## config.mk

```make
export PLATFORM = sky130hd
export DESIGN_NAME = congestion_window_controller_unit
export DESIGN_NICKNAME = d
export VERILOG_FILES = /design/src/rtl/cwc_pkg.sv /design/src/rtl/cwc_front.sv /design/src/rtl/cwc_divider.sv /design/src/rtl/cwc_back.sv /design/src/rtl/congestion_window_controller_unit.sv
export VERILOG_INCLUDE_DIRS = /design/src /design/src/rtl
export SDC_FILE = /design/constraint.sdc
export NUM_CORES = 1
export LEC_CHECK = 0
export BUFFER_PORTS_ARGS = -buffer_cell sky130_fd_sc_hd__buf_4
export CORE_ASPECT_RATIO = 1.25
export CORE_MARGIN = 2
export CORE_UTILIZATION = 47
export CTS_BUF_LIST = sky130_fd_sc_hd__clkbuf_16
export CTS_CLUSTER_DIAMETER = 120
export DETAILED_ROUTE_END_ITERATION = 8
export GPL_ROUTABILITY_DRIVEN = 0
export GPL_TIMING_DRIVEN = 0
export PLACE_DENSITY = 0.67
export SYNTH_ARGS = -nofsm -noshare
export SYNTH_HDL_FRONTEND = slang
export SYNTH_HIERARCHICAL = 1
export SYNTH_SLANG_ARGS = --single-unit
export TNS_END_PERCENT = 100
```

## constraint.sdc

```tcl
create_clock -name clock -period 6.3 [get_ports clock]
set_input_delay 0.63 -clock clock [delete_from_list [all_inputs] [get_ports clock]]
set_output_delay 0.63 -clock clock [all_outputs]
set_load 0.1 [all_outputs]
```

## src/rtl/congestion_window_controller_unit_assert.svh

```systemverilog
// assertion macros for the congestion window controller
`ifndef CONGESTION_WINDOW_CONTROLLER_UNIT_ASSERT_SVH
`define CONGESTION_WINDOW_CONTROLLER_UNIT_ASSERT_SVH
// implication checked every cycle outside reset
`define CWC_ASSERT_IMP(label, clk, rst, pre, post) \
   label: assert property (@(posedge clk) disable iff (rst) (pre) |-> (post)) \
      else $error("assertion failed");
// implication checked in the cycle after the antecedent
`define CWC_ASSERT_NXT(label, clk, rst, pre, post) \
   label: assert property (@(posedge clk) disable iff (rst) (pre) |=> (post)) \
      else $error("assertion failed");
`endif

```

## src/rtl/cwc_pkg.sv

```systemverilog
// shared types and constants of the congestion window controller
`default_nettype none
package cwc_pkg;
   localparam int unsigned SegmentBytes = 1024;
   localparam int unsigned SegShift = $clog2(SegmentBytes);
   localparam logic [15:0] WinMax = 16'hFFFF;
   localparam logic [30:0] NextMax = 31'h7FFF_FFFF;
   localparam logic [7:0] DupMax = 8'd255;
   localparam logic [7:0] DupFast = 8'd3;

   typedef enum logic [1:0] {
      OP_ACK = 2'd0,
      OP_TIMEOUT = 2'd1,
      OP_SENT = 2'd2,
      OP_NOP = 2'd3
   } op_type;

   typedef enum logic [2:0] {
      CSR_INIT_CWND = 3'd0,
      CSR_INIT_SSTHRESH = 3'd1,
      CSR_INIT_SWND = 3'd2,
      CSR_INIT_RWND = 3'd3,
      CSR_MAX_SWND = 3'd4
   } csr_type;

   // classified event handed from front to back
   typedef struct packed {
      op_type op;
      logic [30:0] ack;
      logic [15:0] peer;
   } evt_type;
endpackage
`default_nettype wire

```

## src/rtl/cwc_front.sv

```systemverilog
// input stage and two-entry event queue
`default_nettype none
module cwc_front (
   input wire logic clock,
   input wire logic reset,
   input wire logic req_valid,
   output logic req_ready,
   input wire cwc_pkg::evt_type req_evt,
   output logic evt_valid,
   input wire logic evt_ready,
   output cwc_pkg::evt_type evt_data
);
   import cwc_pkg::*;

   evt_type q_ff [2];
   evt_type q_in [2];
   logic [1:0] cnt_ff, cnt_in;
   logic wr_en, rd_en;

   assign req_ready = (cnt_ff != 2'd2);
   assign evt_valid = (cnt_ff != 2'd0);
   assign evt_data = q_ff[0];
   assign wr_en = req_valid && req_ready;
   assign rd_en = evt_valid && evt_ready;

   // shift queue update
   always_comb begin
      q_in[0] = q_ff[0];
      q_in[1] = q_ff[1];
      cnt_in = cnt_ff;
      if (rd_en) begin
         q_in[0] = q_ff[1];
         cnt_in = cnt_ff - 2'd1;
      end
      if (wr_en) begin
         if (cnt_in == 2'd0) q_in[0] = req_evt;
         else q_in[1] = req_evt;
         cnt_in = cnt_in + 2'd1;
      end
   end

   always_ff @(posedge clock) begin
      if (reset) cnt_ff <= 2'd0;
      else cnt_ff <= cnt_in;
      q_ff[0] <= q_in[0];
      q_ff[1] <= q_in[1];
   end

`include "congestion_window_controller_unit_assert.svh"
   `CWC_ASSERT_IMP(a_cnt_max, clock, reset, 1'b1, cnt_ff <= 2'd2)
   `CWC_ASSERT_NXT(a_full_stays, clock, reset, cnt_ff == 2'd2 && !rd_en, cnt_ff == 2'd2)
   `CWC_ASSERT_NXT(a_empty_fill, clock, reset, cnt_ff == 2'd0 && wr_en, evt_valid)
endmodule
`default_nettype wire

```

## src/rtl/cwc_divider.sv

```systemverilog
// serial restoring divider, one quotient bit per cycle
`default_nettype none
module cwc_divider (
   input wire logic clock,
   input wire logic reset,
   input wire logic start,
   input wire logic [31:0] dividend,
   input wire logic [15:0] divisor,
   output logic busy,
   output logic done,
   output logic [31:0] quotient,
   output logic [15:0] remainder
);
   import cwc_pkg::*;

   logic [31:0] q_ff;
   logic [16:0] r_ff;
   logic [15:0] d_ff;
   logic [5:0] cnt_ff;
   logic busy_ff, done_ff;
   logic [16:0] trial;
   logic [16:0] shifted;

   assign shifted = {r_ff[15:0], q_ff[31]};
   assign trial = shifted - {1'b0, d_ff};
   assign busy = busy_ff;
   assign done = done_ff;
   assign quotient = q_ff;
   assign remainder = r_ff[15:0];

   // one shift and subtract step a cycle
   always_ff @(posedge clock) begin
      if (reset) begin
         busy_ff <= 1'b0;
         done_ff <= 1'b0;
         cnt_ff <= 6'd0;
      end else begin
         done_ff <= 1'b0;
         if (start) begin
            busy_ff <= 1'b1;
            cnt_ff <= 6'd32;
         end else if (busy_ff) begin
            cnt_ff <= cnt_ff - 6'd1;
            if (cnt_ff == 6'd1) begin
               busy_ff <= 1'b0;
               done_ff <= 1'b1;
            end
         end
      end
      if (start) begin
         q_ff <= dividend;
         r_ff <= 17'd0;
         d_ff <= divisor;
      end else if (busy_ff) begin
         if (!trial[16]) begin
            r_ff <= trial;
            q_ff <= {q_ff[30:0], 1'b1};
         end else begin
            r_ff <= shifted;
            q_ff <= {q_ff[30:0], 1'b0};
         end
      end
   end
endmodule
`default_nettype wire

```

## src/rtl/cwc_back.sv

```systemverilog
// window state update and result register
`default_nettype none
module cwc_back (
   input wire logic clock,
   input wire logic reset,
   input wire logic evt_valid,
   output logic evt_ready,
   input wire cwc_pkg::evt_type evt_data,
   input wire logic csr_write,
   input wire logic [2:0] csr_index,
   input wire logic [15:0] csr_data,
   output logic rsp_valid,
   input wire logic rsp_ready,
   output logic [15:0] rsp_send_window,
   output logic [15:0] rsp_congestion_window,
   output logic [15:0] rsp_threshold,
   output logic [31:0] rsp_base_index,
   output logic [30:0] rsp_next_index,
   output logic [30:0] rsp_released_count,
   output logic rsp_go_back,
   output logic rsp_skip_timer,
   output logic rsp_ignored,
   output logic rsp_send_permit
);
   import cwc_pkg::*;

   typedef enum logic [3:0] {
      ST_IDLE = 4'b0001,
      ST_DIV = 4'b0010,
      ST_FIN = 4'b0100,
      ST_OUT = 4'b1000
   } state_type;

   state_type st_ff, st_in;
   logic [15:0] cwnd_ff, ssth_ff, swnd_ff, rwnd_ff, maxw_ff;
   logic [15:0] icwnd_ff, issth_ff, iswnd_ff, irwnd_ff;
   logic [31:0] credit_ff;
   logic [31:0] last_ff;
   logic [7:0] dup_ff;
   logic [31:0] base_ff;
   logic [31:0] next_ff;
   logic skip_ff;
   logic [30:0] rel_ff;
   logic gb_ff, ign_ff;
   op_type op_ff;

   logic div_start, div_busy, div_done;
   logic [31:0] div_q;
   logic [15:0] div_r;
   logic [15:0] divisor;

   // combinational helpers
   logic [31:0] ack32, seg, cred_sum, rel_s;
   logic [15:0] half_cwnd, new_cwnd, min_cr;
   logic [16:0] sum17;
   logic [32:0] diff;
   logic permit;
   logic [7:0] dup_n;
   logic is_dup, is_newer;

   cwc_divider u_div (
      .clock(clock), .reset(reset), .start(div_start), .dividend(cred_sum),
      .divisor(divisor), .busy(div_busy), .done(div_done), .quotient(div_q),
      .remainder(div_r)
   );

   assign divisor = (cwnd_ff == 16'd0) ? 16'd1 : cwnd_ff;
   assign ack32 = {1'b0, evt_data.ack};
   assign seg = {{(SegShift + 1){1'b0}}, evt_data.ack[30:SegShift]};
   assign cred_sum = credit_ff + (ack32 - last_ff);
   assign rel_s = seg - base_ff - 32'd1;
   assign half_cwnd = (cwnd_ff[15:1] == 15'd0) ? 16'd1 : {1'b0, cwnd_ff[15:1]};
   assign sum17 = {1'b0, cwnd_ff} + {1'b0, div_q[15:0]};
   assign new_cwnd = (sum17[16] || div_q[31:16] != 16'd0) ? WinMax : sum17[15:0];
   assign diff = {next_ff[31], next_ff} - {base_ff[31], base_ff};
   assign permit = $signed(diff) <= $signed({17'd0, swnd_ff});
   assign dup_n = (dup_ff < DupMax) ? dup_ff + 8'd1 : dup_ff;
   assign is_dup = (last_ff == ack32);
   assign is_newer = $signed(ack32) > $signed(last_ff);
   assign evt_ready = (st_ff == ST_IDLE);
   assign div_start = (st_ff == ST_IDLE) && evt_valid && evt_data.op == OP_ACK
      && is_newer && !(cwnd_ff < ssth_ff)
      && cred_sum >= {16'd0, divisor};

   function automatic logic [15:0] min3(input logic [15:0] a, input logic [15:0] b,
                                        input logic [15:0] c);
      logic [15:0] m;
      m = (a < b) ? a : b;
      return (m < c) ? m : c;
   endfunction

   assign min_cr = min3(cwnd_ff, rwnd_ff, maxw_ff);

   // sequencer
   always_comb begin
      st_in = st_ff;
      unique case (st_ff)
         ST_IDLE: if (evt_valid) st_in = div_start ? ST_DIV : ST_FIN;
         ST_DIV: if (div_done) st_in = ST_FIN;
         ST_FIN: st_in = ST_OUT;
         ST_OUT: if (rsp_ready) st_in = ST_IDLE;
         default: st_in = ST_IDLE;
      endcase
   end

   always_ff @(posedge clock) begin
      if (reset) begin
         st_ff <= ST_IDLE;
         icwnd_ff <= 16'd1; issth_ff <= 16'd64; iswnd_ff <= 16'd1;
         irwnd_ff <= 16'd64; maxw_ff <= 16'd64;
         cwnd_ff <= 16'd1; ssth_ff <= 16'd64; swnd_ff <= 16'd1; rwnd_ff <= 16'd64;
         credit_ff <= 32'd0; last_ff <= 32'hFFFF_FFFF; dup_ff <= 8'd0;
         base_ff <= 32'hFFFF_FFFF; next_ff <= 32'd0; skip_ff <= 1'b0;
      end else begin
         st_ff <= st_in;
         // configuration writes
         if (csr_write) begin
            case (csr_index)
               CSR_INIT_CWND: begin icwnd_ff <= csr_data; cwnd_ff <= csr_data; end
               CSR_INIT_SSTHRESH: begin issth_ff <= csr_data; ssth_ff <= csr_data; end
               CSR_INIT_SWND: begin iswnd_ff <= csr_data; swnd_ff <= csr_data; end
               CSR_INIT_RWND: begin irwnd_ff <= csr_data; rwnd_ff <= csr_data; end
               CSR_MAX_SWND: maxw_ff <= csr_data;
               default: ;
            endcase
         end
         // event execution
         if (st_ff == ST_IDLE && evt_valid) begin
            op_ff <= evt_data.op;
            gb_ff <= (evt_data.op == OP_TIMEOUT)
               || (evt_data.op == OP_ACK && is_dup && dup_n == DupFast);
            ign_ff <= (evt_data.op == OP_ACK) && $signed(last_ff) > $signed(ack32);
            rel_ff <= (evt_data.op == OP_ACK && is_newer && $signed(rel_s) > 0)
               ? rel_s[30:0] : 31'd0;
            case (evt_data.op)
               OP_ACK: begin
                  if (is_dup) begin
                     dup_ff <= dup_n;
                     if (dup_n == DupFast) begin
                        ssth_ff <= half_cwnd;
                        cwnd_ff <= ssth_ff;
                        next_ff <= base_ff + 32'd1;
                        skip_ff <= 1'b1;
                     end
                     last_ff <= ack32;
                  end else if (is_newer) begin
                     dup_ff <= 8'd0;
                     rwnd_ff <= evt_data.peer;
                     if (cwnd_ff < ssth_ff) cwnd_ff <= cwnd_ff + 16'd1;
                     else credit_ff <= cred_sum;
                     base_ff <= seg - 32'd1;
                     if ($signed(next_ff) < $signed(seg)) next_ff <= seg;
                     last_ff <= ack32;
                  end
               end
               OP_TIMEOUT: begin
                  ssth_ff <= half_cwnd;
                  cwnd_ff <= 16'd1;
                  next_ff <= base_ff + 32'd1;
               end
               OP_SENT: begin
                  if (permit) begin
                     if (next_ff[30:0] != NextMax || next_ff[31]) next_ff <= next_ff + 32'd1;
                  end else skip_ff <= 1'b0;
               end
               default: ;
            endcase
         end
         if (div_done) begin
            credit_ff <= {16'd0, div_r};
            cwnd_ff <= new_cwnd;
         end
         // recompute send window for window-changing events
         if (st_ff == ST_FIN && (gb_ff || (op_ff == OP_ACK && !ign_ff
             && (rel_ff != 31'd0 || dup_ff == 8'd0))))
            swnd_ff <= min_cr;
      end
   end

   assign rsp_valid = (st_ff == ST_OUT);
   assign rsp_send_window = swnd_ff;
   assign rsp_congestion_window = cwnd_ff;
   assign rsp_threshold = ssth_ff;
   assign rsp_base_index = base_ff;
   assign rsp_next_index = next_ff[30:0];
   assign rsp_released_count = rel_ff;
   assign rsp_go_back = gb_ff;
   assign rsp_skip_timer = skip_ff;
   assign rsp_ignored = ign_ff;
   assign rsp_send_permit = permit;

   // stored init values are not read back
   logic unused_init;
   assign unused_init = ^{icwnd_ff, issth_ff, iswnd_ff, irwnd_ff, div_busy};

`include "congestion_window_controller_unit_assert.svh"
   `CWC_ASSERT_IMP(a_div_idle, clock, reset, div_start, st_ff == ST_IDLE)
   `CWC_ASSERT_IMP(a_out_onehot, clock, reset, 1'b1, $onehot(st_ff))
   `CWC_ASSERT_NXT(a_div_done_fin, clock, reset, div_done, st_ff == ST_FIN)
endmodule
`default_nettype wire

```

## src/rtl/congestion_window_controller_unit.sv

```systemverilog
// top level of the congestion window controller
// path: front queue, then back end states IDLE, FIN, OUT; DIV before FIN when congestion avoidance divides
// the back end takes a new item only after the last result is taken; DIV runs the serial 32-step credit divider
// a two-entry queue in front takes items while the back end works
// reset: synchronous, active high; control and window registers return to defaults, queue entries are not reset
`default_nettype none
module congestion_window_controller_unit (
   input wire logic clock,
   input wire logic reset,
   input wire logic req_valid,
   output logic req_ready,
   input wire logic [1:0] req_operation,
   input wire logic [30:0] req_ack_bytes,
   input wire logic [15:0] req_peer_window,
   output logic rsp_valid,
   input wire logic rsp_ready,
   output logic [15:0] rsp_send_window,
   output logic [15:0] rsp_congestion_window,
   output logic [15:0] rsp_threshold,
   output logic [31:0] rsp_base_index,
   output logic [30:0] rsp_next_index,
   output logic [30:0] rsp_released_count,
   output logic rsp_go_back,
   output logic rsp_skip_timer,
   output logic rsp_ignored,
   output logic rsp_send_permit,
   input wire logic csr_write,
   input wire logic [2:0] csr_index,
   input wire logic [15:0] csr_data
);
   import cwc_pkg::*;

   evt_type req_evt, evt_data;
   logic evt_valid, evt_ready;

   assign req_evt.op = op_type'(req_operation);
   assign req_evt.ack = req_ack_bytes;
   assign req_evt.peer = req_peer_window;

   cwc_front u_front (
      .clock(clock), .reset(reset), .req_valid(req_valid), .req_ready(req_ready),
      .req_evt(req_evt), .evt_valid(evt_valid), .evt_ready(evt_ready),
      .evt_data(evt_data)
   );

   cwc_back u_back (
      .clock(clock), .reset(reset), .evt_valid(evt_valid), .evt_ready(evt_ready),
      .evt_data(evt_data), .csr_write(csr_write), .csr_index(csr_index),
      .csr_data(csr_data), .rsp_valid(rsp_valid), .rsp_ready(rsp_ready),
      .rsp_send_window(rsp_send_window), .rsp_congestion_window(rsp_congestion_window),
      .rsp_threshold(rsp_threshold), .rsp_base_index(rsp_base_index),
      .rsp_next_index(rsp_next_index), .rsp_released_count(rsp_released_count),
      .rsp_go_back(rsp_go_back), .rsp_skip_timer(rsp_skip_timer),
      .rsp_ignored(rsp_ignored), .rsp_send_permit(rsp_send_permit)
   );
endmodule
`default_nettype wire
```

---- After elaboration in Yosys (flattened, before gate mapping) ----
Memories as Yosys holds them, arrays and structs flattened.
Index checks and enable logic that the tools add are counted.
storage, ports and cells
  output and inout port bits .............. 148
  memories kept ........................... 1
  memory bits (writable) .................. 98
  flip-flop bits (word level) ............. 320
  input bits .............................. 73
  logic and storage cells ................. 208
cells by class
  eq/ne operators ......................... 28
  reduce and logical (&&, ||, !) cells .... 53
  $lt $le $gt $ge ......................... 10
  add/sub/neg operators ................... 15
  bitwise logic cells ..................... 4
  mux-type cells .......................... 72
memories
  name          depth  bits a word  rd ports  clocked after Yosys merged registers in  wr ports  RTL line         source
  u_front.q_ff  2      49           2         0                                        2         cwc_front.sv:15  evt_type q_ff [2];
operators with widths
  operator                                                                          count
  16-bit 2-to-1 mux                                                                 33
  32-bit 2-to-1 mux                                                                 10
  49-bit 2-to-1 mux                                                                 3
  98-bit 2-to-1 mux                                                                 1
  32-bit one-hot mux with 3 select lines                                            1
  32-bit by 1-bit adder with 32-bit output, second input constant                   2
  32-bit greater-than comparator                                                    2
  16-bit one-hot mux with 2 select lines                                            2
  16-bit less-than comparator                                                       3
  33-bit by 17-bit <= comparator with 1-bit output                                  1
  32-bit by 22-bit subtractor with 33-bit output                                    1
  32-bit adder                                                                      1
  32-bit by 31-bit equality test with 1-bit output                                  1
  32-bit by 16-bit greater-or-equal comparator with 1-bit output                    1
  32-bit by 1-bit greater-than comparator with 1-bit output, second input constant  1
  32-bit by 22-bit less-than comparator with 1-bit output                           1
  21-bit by 32-bit subtractor with 32-bit output                                    1
  31-bit by 32-bit subtractor with 32-bit output                                    1
  32-bit by 1-bit subtractor with 32-bit output, second input constant              1
  31-bit inequality test, second input constant                                     1
  31-bit nonzero test                                                               1
  8-bit 2-to-1 mux                                                                  3
  21-bit by 1-bit subtractor with 22-bit output, second input constant              1
  2-bit nonzero test                                                                9
  50 further kinds                                                                  100

---- Depth between registers and ports, before layout ----
  word-level depth ........................ 9
  depth in mapped cells ................... 27
  gate-level depth less buffers ........... 25

---- Hierarchy ----
The synthesis kept the hierarchy.
modules (own cells, without submodules)
  module       area each (sq um)  times used  cells each  sequential area each (sq um)
  cwc_back     21917.3            1           2858        5275.1
  cwc_front    4625.7             1           277         2492.4
  cwc_divider  3747.3             1           330         1921.8

---- Least setup slack after synthesis ----
Ideal clock, no wire load.
  path kind ............................... reg-to-reg
  start point ............................. memory u_front/q_ff[0][17] (netlist bit)
  end point ............................... register u_back.u_div.q_ff[0], in the netlist u_back/u_div/quotient[0], enable pin
  clock period less this slack ............ 6.078 ns
  setup slack ............................. 0.222 ns
  data required time ...................... 5.821 ns
  arrival ................................. 5.600 ns
  buffers on the path ..................... 2
  cell stages (with the launch flop) ...... 25
  setup time .............................. 0.479 ns
  path through ............................ dfxtp_1 -> buf_4 -> inv_1 -> fa_1 -> inv_1 -> fa_1 -> a211oi_1 -> o21ai_0 -> a31o_2 -> a21o_1 -> a21oi_1 -> xnor2_1 -> ha_1 -> a21oi_1 -> nor2b_1 -> o21ai_0 -> o211ai_1 -> a311oi_1 -> nand2_1 -> or4_1 -> o31ai_2 -> inv_1 -> clkbuf_1 -> inv_1 -> nand2_1
RTL lines
  item                  RTL line           source
  from (decl)           cwc_front.sv:15
  to (signal assigned)  cwc_divider.sv:51  q_ff <= dividend;
  to (signal assigned)  cwc_divider.sv:57  q_ff <= {q_ff[30:0], 1'b1};
  to (signal assigned)  cwc_divider.sv:60  q_ff <= {q_ff[30:0], 1'b0};
  to (decl)             cwc_divider.sv:16  logic [31:0] q_ff;

==> summary.md <==
| Metric | Value |
|---|---|
| IO buf count | 220 |
| Most common cell after layout, fill and taps aside | nand2_1 |
| Most used cell, CP | nand2_1 |
| Synth async-reset ratio | 0 |
| Slew margin rel. | 0.111 |
| Sw Share | 0.503 |
| CP top delay family | compound AO/OA/AOI/OAI gates |
| Outcome | finished clean |
| Root Buffer | clkbuf_16 |
| Crit Path Class | register to register |
| Mapped Cells | roughly 3.5k |
| Switching pwr | 10.0 mW |
| Pre-Repair DR Iteration Count | 6 |
| Total CTS buffers | 47 |
| Yosys cell types | 102 |
| Worst Hold Class | input port to register |
| Number of flops mapped to enable cells by yosys | 132 |
| Fin Clk Skew | 0.0332 ns |
| RSZ-0062 raised after global routing | yes |
| Syn Area/Cell | 8.74 sq um |
| DP Wirelength | 79,800 um |
| Reg-to-reg slack, setup | 0.21 ns |
| Initial DRC Count | about 2.6k |
| Fin Setup TNS | 0 ns |
| Sink Count | 418 |
| Arr. time, crit path | 6.46 ns |
| Area after DPL | 0.0331 sq mm |
| Die W | 231 um |
| Layout cells sized above 1 | 0.162 |
| Final ANT Viol Nets | 0 |
| Post-Route WL | 103,000 um |
| Main synth FF type | dfxtp_1 |
| # DRC | 0 |
| Synth Register Bits | 418 |
| Power per standard cell area | 574 mW/mm^2 |
| Critical Path RT | 6.67 ns |
| MaxCap Viol Count | 0 |
| Core area | 0.0640 sq mm |
| All-Layer GR Usage | 0.303 |
| Critical Path Fanout Max | 10 |
| Setup crit end kind | register |
| CTS tree | built |
| Nets@finish | roughly 4.1k |
| Depth of the CTS H-tree | 2 |
| Worst Hold Path EP | u_front/q_ff[0][76]$_DFFE_PP_ |
| I/O pins | 221 |
| Beginning of the worst hold path | req_ack_bytes[11] |
| Area leader, netlist | dfxtp_1 |
| Hold_buf cts | 0 |
| Endpoints failing setup | 0 |
| Critical path's slowest cell | or4_1 |
| VDD IR-drop max | 0.297 mV |
| Reg2Reg Depth | 23 |
| Sequential area share after synthesis | 0.320 |
| Hold Path Stages | 1 |
| FF+latch area | 0.00969 sq mm |
| Crit path cell chain | buf_4, inv_1, fa_1, inv_1, fa_1, a21o_1, a21oi_1, xnor2_1, ha_1, a21oi_1, o21ai_0, a2111o_1, a31oi_1, o211ai_1, a311oi_1, nand2_1, or4_1, o31ai_4, clkinvlp_4, buf_4, clkbuf_1, nand2_1, nand2_1 |
| Fin crit share | 0.967 |
| Antenna violations before repair | 1 |
| Most frequent cells in the layout | 328 x nand2_1, 320 x buf_4, 313 x inv_1, 282 x dfxtp_1, 260 x ha_1 |
| Clock network power share | 0.131 |
| R2R Path End | u_back/u_div/quotient[0]$_DFFE_PP_ |
| Fillcell total | 5,963 |
| Comb power frac | 0.648 |
| CP startpoint kind | register |
| Deepest clock path buffer count | 3 |
| Final core occ | 0.541 |
| Num rows | 104 |
| Synthesis-to-finish area growth | 14.3% |
| Vias in the first global route | 26.3k |
| Int Power | 9.87 mW |
| Slew @ Worst Pin | 1.32 ns |
| Power share of the sequential group | 0.221 |
| Endpoints failing hold | 0 |
| GR Overflow Total | 0 |
| Worst-skew pair later-pin latency | 0.62 ns |
| Wire length per cell | 22.3 um |
| Synth top area share | 0.189 |
| Drt via density | 5.91 |
| R2r startpoint | u_front/q_ff[0][17]$_DFF_P_ |
| Dominant cells by area after synthesis | dfxtp_1 19%, edfxtp_1 13%, ha_1 11% |
| Static Leak | 15.1 nW |
| Post-Syn Area | 0.0303 sq mm |
| Multi-input gate area | 0.0181 sq mm |
| First-pass GRT wire length | 154,000 um |
| CP max stage delay | 0.55 ns |
| Largest net degree at the start of global routing | 33 |
| Post-route cell area | around 0.035 sq mm |
| Fmax | 164 MHz |
| Full die area | 0.0665 sq mm |
| Via Count | 27.4k |
| Initial Util | 0.473 |
| DIE HEIGHT | 288 um |
| Synth warn | 6 |
| Bufs and invs on worst path | 6 |
| Max Transition Viols Final | 0 |
| Worst-path clk slew | 0.06 ns |
| Clock period minus final worst setup slack | 6.09 ns |
-- synthesized netlist by cell type, types with 40 or more instances --
library cell / instances
a21o_1: 70
dfxtp_1: 286
xnor2_1: 124
nand2_1: 329
xor2_1: 40
inv_1: 302
o21ai_0: 158
nor3_1: 89
nand4_1: 49
mux2_4: 97
buf_4: 92
clkbuf_1: 129
a21oi_1: 256
nor4_1: 42
a211oi_1: 77
ha_1: 260
nand3_1: 74
nor2_1: 258
mux2i_1: 56
o211ai_1: 70
edfxtp_1: 132
-- layer usage --
layer	track usage	vias up	part of all wire
li1	-	12800	-
met1	0.350	12800	0.37
met2	0.511	1372	0.47
met3	0.0538	393	0.080
met4	0.209	0	0.077
met5	0	-	0
-- how the worst max path moves through the flow --
stage / endpoint / from / depth (start not counted) / slack (ns)
final: u_back/u_div/quotient[0]$_DFFE_PP_ / u_front/q_ff[0][17]$_DFF_P_ / 23 / 0.21
after floorplan: u_back/u_div/quotient[0]$_DFFE_PP_ / u_front/q_ff[0][17]$_DFF_P_ / 24 / 0.22
after global routing: u_back/rsp_send_window[14]$_SDFFE_PP0P_ / u_back/rsp_congestion_window[7]$_SDFF_PP0_ / 23 / -0.01
after detailed placement: u_back/u_div/quotient[22]$_DFFE_PP_ / u_front/q_ff[0][17]$_DFF_P_ / 24 / -1.31
after CTS: u_back/u_div/quotient[1]$_DFFE_PP_ / u_front/q_ff[0][17]$_DFF_P_ / 23 / 0.05
after global placement: u_back/u_div/quotient[22]$_DFFE_PP_ / u_front/q_ff[0][17]$_DFF_P_ / 24 / -1.28
-- worst register-to-register path: stages (launching register included) --
cell and delay (ns):
dfxtp_1 0.32, buf_4 0.10, inv_1 0.07, fa_1 0.53, inv_1 0.06, fa_1 0.49, a21o_1 0.19, a21oi_1 0.16
xnor2_1 0.32, ha_1 0.36, a21oi_1 0.13, o21ai_0 0.11, a2111o_1 0.42, a31oi_1 0.27, o211ai_1 0.14, a311oi_1 0.28
nand2_1 0.10, or4_1 0.55, o31ai_4 0.32, clkinvlp_4 0.29, buf_4 0.21, clkbuf_1 0.25, nand2_1 0.12, nand2_1 0.05
-- area by class of cell --
cell class | instances | share of cell area
clock buffers | 48 | 0.0347
repair buffers | 229 | 0.0500
well taps | 848 | 0.0307
inverters | 304 | 0.0331
flip-flops and latches | 418 | 0.280
clock inverters | 39 | 0.00625
plain buffers | 255 | 0.0422
diodes | 1 | 0.0000723
multi-input cells | 2490 | 0.523
-- power by group through the flow --
stage	Clock, mW	Sequential, mW	Combinational, mW
after detailed placement	0	4.42	12.6
after floorplan	0	5.02	8.72
after global routing	2.76	4.46	13.9
after global placement	0	4.43	12.4
final	2.60	4.39	12.9
after CTS	2.65	4.36	12.7
-- repair_timing --
action                     CTS  global route
buffers inserted             1             3
resized for setup           12            13
gates cloned                 0             0
pin swaps                    0             2
setup endpoints to repair   88           120
-- stage by stage --
stage	total power [mW]	cells	setup slack (ns)	hold WS (ns)
finish	19.9	4632	0.207	0.194
global route	21.1	4631	-0.0135	0.169
CTS	19.7	4628	0.0454	0.168
detailed placement	17.0	4541	-1.31	0.447
global placement	16.8	4536	-1.28	0.444
floorplan	13.7	3468	0.222	0.436
-- flip-flops by register name, summed over array words and instances (netlist names), 16 cells and up --
signal / cells
u_back/u_div/d_ff: 16
u_back/rwnd_ff: 16
u_back/last_ff: 32
u_back/credit_ff: 32
u_back/rsp_base_index: 22
u_back/rsp_released_count: 31
u_back/u_div/r_ff: 16
u_front/q_ff: 98
u_back/maxw_ff: 16
u_back/rsp_congestion_window: 16
u_back/rsp_threshold: 16
u_back/rsp_send_window: 16
u_back/next_ff: 32
u_back/u_div/quotient: 32
-- cell families after synthesis --
group,synth area share
mux,0.0800
simple gates,0.148
flops,0.320
compound gates,0.188
other cells,0.000124
xor+xnor,0.0480
fa+ha+maj,0.131
buf+inv,0.0857
No activity file was read; power rests on OpenSTA's default activity.
